===== config.mk =====
export PLATFORM = sky130hd
export DESIGN_NAME = ffha_ram
export DESIGN_NICKNAME = d
export VERILOG_FILES = /design/src/design/ffha_ram.sv
export SDC_FILE = /design/constraint.sdc
export NUM_CORES = 1
export LEC_CHECK = 0
export ABC_AREA = 1
export BUFFER_PORTS_ARGS = -buffer_cell sky130_fd_sc_hd__buf_2
export CAP_MARGIN = 20
export CORE_MARGIN = 8
export CORE_UTILIZATION = 40
export DETAILED_ROUTE_END_ITERATION = 10
export GPL_ROUTABILITY_DRIVEN = 0
export PLACE_DENSITY = 0.55
export SLEW_MARGIN = 20
export SYNTH_ARGS = -nofsm -noshare
export SYNTH_HDL_FRONTEND = slang
export SYNTH_SLANG_ARGS = --single-unit
export TNS_END_PERCENT = 5

===== constraint.sdc =====
create_clock -name i_clk -period 2.6 [get_ports i_clk]
set_input_delay 0.26 -clock i_clk [delete_from_list [all_inputs] [get_ports i_clk]]
set_output_delay 0.26 -clock i_clk [all_outputs]
set_load 0.1 [all_outputs]

===== src/design/ffha_ram.sv =====
// ----------------------------------------------------------------------------
// ffha_ram
// Generic single-port-write, single-port-read RAM with registered read data.
// ----------------------------------------------------------------------------
`timescale 1ns / 1ps
`default_nettype none
module ffha_ram #(
    parameter int WIDTH = 8,
    parameter int DEPTH = 64
) (
    input  wire logic                     i_clk,
    input  wire logic                     i_we,
    input  wire logic [$clog2(DEPTH)-1:0] i_waddr,
    input  wire logic [WIDTH-1:0]         i_wdata,
    input  wire logic [$clog2(DEPTH)-1:0] i_raddr,
    output logic      [WIDTH-1:0]         o_rdata
);
    logic [WIDTH-1:0] r_mem [DEPTH];

    always_ff @(posedge i_clk) begin
        if (i_we) begin
            r_mem[i_waddr] <= i_wdata;
        end
        o_rdata <= r_mem[i_raddr];
    end
endmodule
`default_nettype wire


# After elaboration in Yosys (flattened, before gate mapping)
# Memories as Yosys holds them, arrays and structs flattened. A register that Yosys moved wholly into a read port is not among the register bits.
# Cells that the tools add are included.
[word_totals]
register_bits = 0
latch_bits = 0
ram_bits = 512
rom_bits = 0
out_inout_bits = 8
word_cells = 3
n_memories = 1
[mem_list]
columns = ["memory", "depth", "width", "read_ports", "rd_ports_with_merged_regs", "write_ports", "line_no", "rtl"]
rows = [
  ["r_mem", 64, 8, 1, 1, 1, "18", "logic [WIDTH-1:0] r_mem [DEPTH];"],
]
[classes]
addsub = 0
n_mul = 0
div_mod_pow = 0
magnitude_cmp = 0
n_eq_ne = 0
shift = 0
n_mux = 2
n_bitwise = 0
n_reduce_logical = 0
[op_table]
columns = ["op", "count"]
rows = [
  ["1-bit two-way mux", 2],
]

# Logic depth before layout (Yosys ltp)
# Gate-level depths: netlist (run 1).
[logic_depth]
ltp_word = 2
ltp_mapped = 12

# Worst setup path after synthesis (run 1)
# OpenSTA, ideal clock, no wires.
[synth_path]
path_kind = "input to register"
startpoint = "input i_we"
endpoint = "memory r_mem[48][0] (enable)"
arrival_time_ps = 1631
required_time_ps = 2205
slack_ps = 574
path_stages = 3
n_path_buf = 1
cell_sequence = "clkbuf_1 -> nand4_1 -> nor4_1"
[synth_between]
elab_chain_cells = 2
[synth_lines]
columns = ["element", "line_no", "rtl"]
rows = [
  ["from (decl)", "12", "input wire logic i_we,"],
  ["1-bit two-way mux", "21", "if (i_we) begin"],
  ["1-bit two-way mux (not written as such)", "22", "r_mem[i_waddr] <= i_wdata;"],
  ["to (decl)", "18", ""],
]
# No other way between the ends.

# Final worst setup path (run 1)
[layout_path]
startpoint = "register o_rdata[3], read port of r_mem"
endpoint = "output o_rdata[3]"
[layout_rtl]
columns = ["element", "line_no", "rtl"]
rows = [
  ["from (decl)", "16", "output logic [WIDTH-1:0] o_rdata"],
]
# No word-level cell between the ends.

==> results.md, run 1 <==
- Cell Count Post-Placement: 2520
- Area grow syn2layout: 13.2%
- Layout cells sized above 1: 10.8%
- Slew HR: 51.4%
- Detail Route Antenna Nets: 0
- Tcrit/Tclk final: 75.0%
- Detailed-router iteration count before antenna repair: 5
- Mux contribution to synthesized area: 0%
- CP max stage cell: dfxtp_1
- Initial core utilization: 40.5%
- Largest net degree at the start of global routing: 121
- Reg2Reg Setup Slack: 1.07 ns
- Worst Path Arrival: 1.69 ns
- Sequential Power Share: 52.4%
- Complex-gate fraction of the synthesized area: 0%
- Hold Crit Class: input pin to flop
- CTS max path bufs: 3
- Fin util: 45.9%
- Post-synthesis sequential area ratio: 72.8%
- CTS tree: built
- Hold Fails Final Rpt: 0
- DRC errors left: 0
- Postcts setup bufs: 0
- # fillers: 4796
- Port bufs: 29
- CTS Buf Count: 53
- Critical Path Max Stage Delay: 0.59 ns
- Largest family of logic cells by synthesized area: simple AND/OR/NAND/NOR gates
- Power Density: 736 nW/um2
- Maximum clock frequency: 513 MHz
- Critical path class: flop to output port
- Type of destination of the critical path: output port
- Maximum vdd drop: 0.677 mV
- RSZ-0062 raised after global routing: false
- Combinational Power Share: 7.0%
- Wire per inst: 21.6 um
- Final instance area: 24200 um2
- GRT Overall Usage: 18.5%
- CTS sink count: 520
- R2R cell count: 8
- Setup TNS: 0 ns
- Post-CTS Resized: 0
- Global-route wire length before repair: 85600 um
- Worst path cell trace: buf_2
- Die Ht: 247 um
- DRT iter0 DRCs: 1343
- Hold path depth: 3
- CP Buf/Inv Count: 1
- Gr ovfl total: 0
- Worst path top cell family by delay: flip-flops
- RR Endpoint: o_rdata[3]$_DFF_P_
- Drt total wl: 56400 um
- Area of the core: 52700 um2
- Status: completed
- Leading cell type in the layout, fill and taps excluded: nand2_1
- Clk pwr share: 40.6%
- Syn Nets: 1827
- Clk slew on worst S/H paths: 0.06 ns
- Period minus WS final: 1.95 ns
- FF-to-FF Start: r_mem[21][3]$_DFFE_PP_
- CP Launch Type: flop
- Via-per-instance ratio: 5.31
- Nets: 1909
- Initial antenna violation count: 2
- Root Driver: clkbuf_16
- Std cell rows: 84
- Worst hold start: i_raddr[5]
- Slew Limit Fails: 0
- Die Width: 247 um
- Clk Latency, worst-skew pair: 0.60 ns
- Vias: 13900
- Gate Count Post-Synth: 1805
- Setup Viol. Count Final: 0
- Area after DPL: 22600 um2
- Dpl hpwl: 33900 um
- H-Tree Level Count: 2
- CTS Hold Bufs: 0
- Synth Area in Simple Gates: 23.2%
- Critical Path RT: 2.34 ns
- Cell variety after synth: 16
- Total power: 17.8 mW
- Power Internal: 13.7 mW
- Mapped cell area: 21300 um2
- Worst slew pin tran: 0.730 ns
- Switching Fraction: 23.0%
- Pleak: 8.78 nW
- Most frequent cells in the layout: nand2_1 (648), edfxtp_1 (512), nand3_1 (439)
- Yosys warns: 0
- Hold path endpoint: o_rdata[1]$_DFF_P_
- Io pins: 30
- Synth Area in XOR/XNOR: 0%
- Psw: 4.08 mW
- Finished Layout Cells: 2613
- Number of global-route vias before repair: 13600
- Clock skew: 0.0192 ns
- Post-synthesis register bit count: 520
- Max-cap violation count: 0
- Synth Area in Adders: 0%
- Die ar.: 61000 um2
- CP Max Fanout: 1
- Mapped Avg Cell Area: 11.8 um2
==> logic make-up after synthesis <==
| group | Yosys count |
|---|---|
| and+or+nand+nor | 1160 |
| DFF | 520 |
| buffers and inverters | 125 |
==> synthesized netlist by cell type (all sizes together) <==
master  instances  share of area [%]
nand3         439                 10
clkbuf         15               0.26
dfxtp           8               0.75
inv            12               0.23
nor2           56               0.99
nand4           9               0.26
nor4            8               0.23
nand2         648                 11
edfxtp        512                 72
buf            98                3.5
==> power groups by stage <==
| stage | sequential, mW | combinational, mW | clock, mW |
|---|---|---|---|
| floorplan | 9.59 | 0.652 | 0 |
| global placement | 9.49 | 1.24 | 0 |
| detailed placement | 9.49 | 1.24 | 0 |
| CTS | 9.31 | 1.25 | 7.36 |
| global route | 9.32 | 1.35 | 7.65 |
| finish | 9.31 | 1.24 | 7.23 |
==> sequential cells by signal (all words and copies together) (netlist names) <==
register  flops
o_rdata       8
r_mem       512
==> final cells by class <==
class | count | area [um2] | share of cell area [%]
inverters | 12 | 55.1 | 0.228
repair buffers | 140 | 1160 | 4.82
multi-input cells | 1160 | 4950 | 20.5
flip-flops and latches | 520 | 15500 | 64.3
clock inverters | 21 | 200 | 0.829
diodes | 1 | 2.50 | 0.0104
well taps | 688 | 861 | 3.56
clock buffers | 71 | 1390 | 5.77
==> stage by stage <==
step	setup slack (ns)	hold slack, ns
detailed placement	0.396	0.690
floorplan	0.574	0.359
global placement	0.396	0.697
global route	0.634	0.112
CTS	0.691	0.0680
finish	0.649	0.101
==> layer usage <==
metal | part of all wire [%] | vias to the layer above | track usage [%]
met2 | 45 | 422 | 28.2
li1 | - | 6515 | -
met5 | 0.044 | - | 0
met1 | 46 | 6846 | 26.4
met4 | 2.1 | 4 | 5.06
met3 | 7.7 | 84 | 4.24
==> worst max-delay path by stage <==
stage          slack [ns]  depth (start not counted)                from                endpoint
2_1_floorplan        0.57                          3                i_we  r_mem[48][0]$_DFFE_PP_
4_1_cts              0.69                          1  o_rdata[3]$_DFF_P_              o_rdata[3]
6_report             0.65                          1  o_rdata[3]$_DFF_P_              o_rdata[3]
3_5_place_dp         0.40                         10          i_raddr[1]      o_rdata[3]$_DFF_P_
3_3_place_gp         0.40                         10          i_raddr[1]      o_rdata[3]$_DFF_P_
5_1_grt              0.63                          1  o_rdata[3]$_DFF_P_              o_rdata[3]
Note: power is estimated with default switching activity, not from simulation.
==> inputs of run 2 (changes only) <==
==> constraint.sdc (replaced) <==
create_clock -name i_clk -period 1.8 [get_ports i_clk]
set_input_delay 0.18 -clock i_clk [delete_from_list [all_inputs] [get_ports i_clk]]
set_output_delay 0.18 -clock i_clk [all_outputs]
set_load 0.1 [all_outputs]
==> run 2 against run 1 <==
Worst hold slack worse by 0.011 ns. Critical path type unchanged. Via count up 1.7%. Routed wire length is 0.57% lower. Largest cell class unchanged. Total power rose by 49%. Flip-flop and latch count stayed put. Critical path depth did not move.
==> results.md, run 2 (synthesis results as in run 1) <==
- Status: completed
- Met3 usage: 2.93%
- Critical path launch point: o_rdata[5]$_DFF_P_
- DRC errors left: 0
- Clk slew on worst S/H paths: 0.06 ns
- Most flop-heavy register: r_mem
- Number of global-route vias before repair: 14100
- Finished Layout Cells: 2633
- Via-per-instance ratio: 5.36
- Wire per inst: 21.3 um
- H-Tree Level Count: 2
- Cell Count Post-Placement: 2528
- CTS max path bufs: 3
- Hold WS: 0.0896 ns
- Type of destination of the critical path: output port
- RR Endpoint: o_rdata[4]$_DFF_P_
- Area of the core: 52700 um2
- Slew Limit Fails: 0
- Layout cells sized above 1: 11.8%
- Initial core utilization: 40.5%
- Power Density: 1080 nW/um2
- Die ar.: 61000 um2
- CP Launch Type: flop
- Hold Crit Class: input pin to flop
- Critical path class: flop to output port
- CP endpoint: o_rdata[5]
- DRT iter0 DRCs: 1332
- Drt total wl: 56100 um
- R2R cell count: 8
- Io pins: 30
- WP depth: 1
- RSZ-0062 raised after global routing: false
- Top Registers: r_mem x512, o_rdata x8
- CTS tree: built
- Period minus WS final: 1.70 ns
- Nets: 1921
- Global-route wire length before repair: 85600 um
- Dpl hpwl: 32800 um
- Worst path top cell family by delay: buffers and inverters
- Dpl ws: -0.0202 ns
- GRT Overall Usage: 18.4%
- Max FFs per register: 512
- Vias: 14100
- Worst Path Arrival: 1.52 ns
- Max-cap violation count: 0
- Clk Latency, worst-skew pair: 0.61 ns
- CP max stage cell: buf_2
- Die Ht: 247 um
- Slew HR: 48.7%
- Total power: 26.5 mW
- Final setup margin: 0.0971 ns
- Clock skew: 0.0183 ns
- Worst path cell trace: buf_2
- Largest net degree at the start of global routing: 87
- Postcts setup bufs: 0
- Maximum clock frequency: 587 MHz
- Critical Path RT: 1.62 ns
- Reg2Reg Setup Slack: 0.37 ns
- FF-to-FF Start: r_mem[63][4]$_DFFE_PP_
- CP Buf/Inv Count: 1
- Fin util: 46.7%
- Leading cell type in the layout, fill and taps excluded: nand2_1
- Area grow syn2layout: 15.1%
- Gr ovfl total: 0
- Port bufs: 29
- Hold Fails Final Rpt: 0
- CTS Buf Count: 56
- Initial antenna violation count: 0
- Critical Path Max Stage Delay: 0.47 ns
- Worst slew pin tran: 0.770 ns
- Tcrit/Tclk final: 94.6%
- Top Usage Layer GRT: met2
- Die Width: 247 um
- Root Driver: clkbuf_16
- CTS sink count: 520
- Std cell rows: 84
- Most frequent cells in the layout: nand2_1 (648), edfxtp_1 (512), nand3_1 (439)
- Detailed-router iteration count before antenna repair: 5
- M2 GR Usage: 28.7%
- Maximum vdd drop: 0.676 mV
- Detail Route Antenna Nets: 0
- Pleak: 8.97 nW
- CP Max Fanout: 1
- Met1 Track Usage GR: 26.3%
- Setup Viol. Count Final: 0
run 2: cell types whose count changed in the layout (fill, tap and decap cells not counted), moves of 2 or more:
cell,change
buf_12,+12
buf_4,-4
clkbuf_1,-4
clkbuf_16,+4
clkbuf_8,+4
clkinvlp_4,+3
clkinv_2,+2
run 2: how the worst min path moves through the flow:
stage,startpoint,end,slack (ns),depth (start not counted)
floorplan,i_wdata[0],r_mem[0][0]$_DFFE_PP_,0.28,0
global placement,i_raddr[5],o_rdata[1]$_DFF_P_,0.62,3
detailed placement,i_raddr[5],o_rdata[1]$_DFF_P_,0.63,3
CTS,i_wdata[2],r_mem[43][2]$_DFFE_PP_,0.06,1
global route,i_wdata[2],r_mem[43][2]$_DFFE_PP_,0.08,1
finish,i_wdata[2],r_mem[43][2]$_DFFE_PP_,0.09,1
run 2: area by class of cell:
cell class,count,area (um2)
antenna,2,5.00
clock buffer,75,1530
clock inverter,27,246
fill,4767,28100
inverter,12,55.1
multi-input combinational,1160,4950
sequential,520,15500
tap,688,861
timing repair buffer,149,1390
run 2: timing repair:
item	in CTS	in global routing
hold buffers	1	0
hold endpoints to repair	3	0
gates resized for setup	0	0
run 2: routing by layer:
layer | wire [um] | share of wire, % | vias up
li1 | - | - | 6541
met3 | 3750 | 6.7 | 89
met1 | 25500 | 45 | 7010
met4 | 1280 | 2.3 | 0
met2 | 25600 | 46 | 462
met5 | 0 | 0 | -
run 2: where the power goes:
part	switching, mW	internal [mW]
Clock	4.69	6.53
Combinational	1.36	0.480
Sequential	0.0446	13.4
Total	6.10	20.4
run 2: worst reg2reg max path, stage by stage, from the launching register on:
cell and delay [ns]:
edfxtp_1 0.37, nand2_1 0.07, nand3_1 0.11, nand3_1 0.11, nand2_1 0.10, nand2_1 0.07
nand3_1 0.20, nand3_1 0.22, nand2_1 0.07
run 2: metrics by stage:
step | TNS (ns) | area [um2]
after floorplan | -9.35 | 21300
after global placement | -0.0276 | 22800
after CTS | 0 | 24600
after detailed placement | -0.0202 | 22800
final | 0 | 24600
after global routing | 0 | 24600
==> inputs of run 3 (changes only) <==
--- a/config.mk
+++ b/config.mk
@@ -12,6 +12,7 @@
 export CORE_UTILIZATION = 40
 export DETAILED_ROUTE_END_ITERATION = 10
 export GPL_ROUTABILITY_DRIVEN = 0
+export GPL_TIMING_DRIVEN = 0
 export PLACE_DENSITY = 0.55
 export SLEW_MARGIN = 20
 export SYNTH_ARGS = -nofsm -noshare
==> run 3 against run 2 <==
The flow now finishes with violations (setup timing). Count of clock-buffer cells in the layout is 3 higher. Final cell count is 0.15% lower. Via count is 2.2% higher. Critical path depth is 3 higher. Flip-flop and latch count stayed put. Critical path type is now input pin to flop.
==> results.md, run 3 (synthesis results as in run 1) <==
- Detail Route Antenna Nets: 0
- Failing checks: setup timing
- # fillers: 4751
- Maximum vdd drop: 0.832 mV
- M2 GR Usage: 31.5%
- Die Ht: 247 um
- Multi-input gate area: 5130 um2
- Detailed-router iteration count before antenna repair: 6
- Root Driver: clkbuf_16
- RR Endpoint: o_rdata[5]$_DFF_P_
- DRC errors left: 0
- Critical Path RT: 2.03 ns
- Period minus WS final: 2.01 ns
- Reg area: 15500 um2
- Max-cap violation count: 0
- Clk slew on worst S/H paths: 0.06 ns
- Nets: 1922
- Via-per-instance ratio: 5.48
- Max FFs per register: 512
- CTS max path bufs: 3
- Port bufs: 21
- Status: finished with violations
- Fin util: 46.3%
- Most frequent cells in the layout: nand2_1 (648), edfxtp_1 (512), nand3_1 (439)
- Most flop-heavy register: r_mem
- Dpl ws: -0.876 ns
- Drt total wl: 64000 um
- Critical path launch point: i_waddr[1]
- Global-route wire length before repair: 92700 um
- Met1 Track Usage GR: 30.1%
- Final instance area: 24400 um2
- Reg2Reg Setup Slack: 0.29 ns
- Maximum clock frequency: 498 MHz
- FF-to-FF Start: r_mem[52][5]$_DFFE_PP_
- CP Max Fanout: 9
- Io pins: 30
- Layout cells sized above 1: 13.2%
- CP Launch Type: input pin
- Pleak: 8.75 nW
- CTS Buf Count: 54
- Wire per inst: 24.4 um
- CTS tree: built
- Clk Latency, worst-skew pair: 0.62 ns
- GRT Overall Usage: 20.8%
- Setup Viol. Count Final: 192
- CP endpoint: r_mem[25][2]$_DFFE_PP_
- Tcrit/Tclk final: 112%
- Area after DPL: 22500 um2
- Area of the core: 52700 um2
- Top Registers: r_mem x512, o_rdata x8
- Antenna diodes: 0
- Hold Fails Final Rpt: 0
- Hold Crit Class: input pin to flop
- Power Density: 1080 nW/um2
- R2R cell count: 8
- Area grow syn2layout: 14.2%
- Largest net degree at the start of global routing: 65
- Slew Limit Fails: 0
- CTS sink count: 520
- Initial core utilization: 40.5%
- Final setup margin: -0.208 ns
- Met3 usage: 3.58%
- Die ar.: 61000 um2
- Dpl hpwl: 43300 um
- Worst Path Arrival: 2.24 ns
- Top Usage Layer GRT: met2
- Slew HR: 39.1%
- Die Width: 247 um
- Number of global-route vias before repair: 13700
- H-Tree Level Count: 2
- Initial antenna violation count: 3
- Clock skew: 0.0272 ns
- DRT iter0 DRCs: 1556
- Std cell rows: 84
- Critical path class: input pin to flop
- Type of destination of the critical path: flop
- Gr ovfl total: 0
- Leading cell type in the layout, fill and taps excluded: nand2_1
- Setup TNS: -18.25 ns
- Vias: 14400
- Worst slew pin tran: 0.911 ns
- RSZ-0062 raised after global routing: true
-- run 3: cell count changes in the layout (fill, tap and decap cells not counted), sizes merged --
cell	before	now
clkinv	17	14
clkbuf	76	93
buf	147	136
bufinv	4	3
diode	2	0
inv	15	13
clkinvlp	3	1
-- run 3: area by class of cell --
| cell class | instances | share of cell area, % |
|---|---|---|
| sequential | 520 | 63.7 |
| multi-input combinational | 1160 | 21.0 |
| clock buffer | 78 | 6.33 |
| tap | 688 | 3.53 |
| buffer | 113 | 3.32 |
| timing repair buffer | 39 | 1.17 |
| clock inverter | 19 | 0.698 |
| inverter | 12 | 0.205 |
-- run 3: layer usage --
layer / part of all wire (%) / vias up / routed length, um
met5: 0.059 / - / 38
met4: 2.7 / 6 / 1730
met3: 8.5 / 95 / 5470
met2: 45 / 673 / 28600
met1: 44 / 7087 / 28100
li1: - / 6552 / -
-- run 3: critical path, cell delays in order --
cell and delay [ns]:
clkbuf_1 0.22, inv_1 0.30, nand4_1 0.77, nor2_2 0.74
-- run 3: where the power goes --
| group | switching, mW | total (mW) | leakage, nW | internal, mW |
|---|---|---|---|---|
| logic | 1.54 | 2.02 | 3.24 | 0.477 |
| clock network | 4.59 | 10.9 | 0.843 | 6.34 |
| registers | 0.0234 | 13.4 | 4.67 | 13.4 |
-- run 3: metrics by stage --
step	total power, mW	hold slack (ns)	instances
4_1_cts	26.5	0.00344	2625
6_report	26.4	0.0304	2629
3_3_place_gp	15.6	0.724	2514
3_5_place_dp	15.7	0.639	2524
5_1_grt	27.1	0.0141	2629
2_1_floorplan	14.8	0.279	1805
-- run 3: worst min-delay path by stage --
| stage | start | end | slack, ns | cells after the start |
|---|---|---|---|---|
| after detailed placement | i_wdata[1] | r_mem[23][1]$_DFFE_PP_ | 0.64 | 1 |
| after CTS | i_wdata[2] | r_mem[20][2]$_DFFE_PP_ | 0.003 | 1 |
| after global routing | i_wdata[2] | r_mem[20][2]$_DFFE_PP_ | 0.01 | 1 |
| final | i_wdata[2] | r_mem[20][2]$_DFFE_PP_ | 0.03 | 1 |
| after floorplan | i_wdata[0] | r_mem[0][0]$_DFFE_PP_ | 0.28 | 0 |
| after global placement | i_raddr[5] | o_rdata[7]$_DFF_P_ | 0.72 | 3 |
-- run 3: what timing repair did --
| action | 4_1_cts | 5_1_grt |
|---|---|---|
| hold buffers | 1 | 0 |
| buffers inserted | 3 | 4 |
| pin swaps | 1 | 0 |
| endpoints found under the setup margin | 351 | 360 |
| hold endpoints to repair | 2 | 0 |
| gates resized for setup | 27 | 21 |
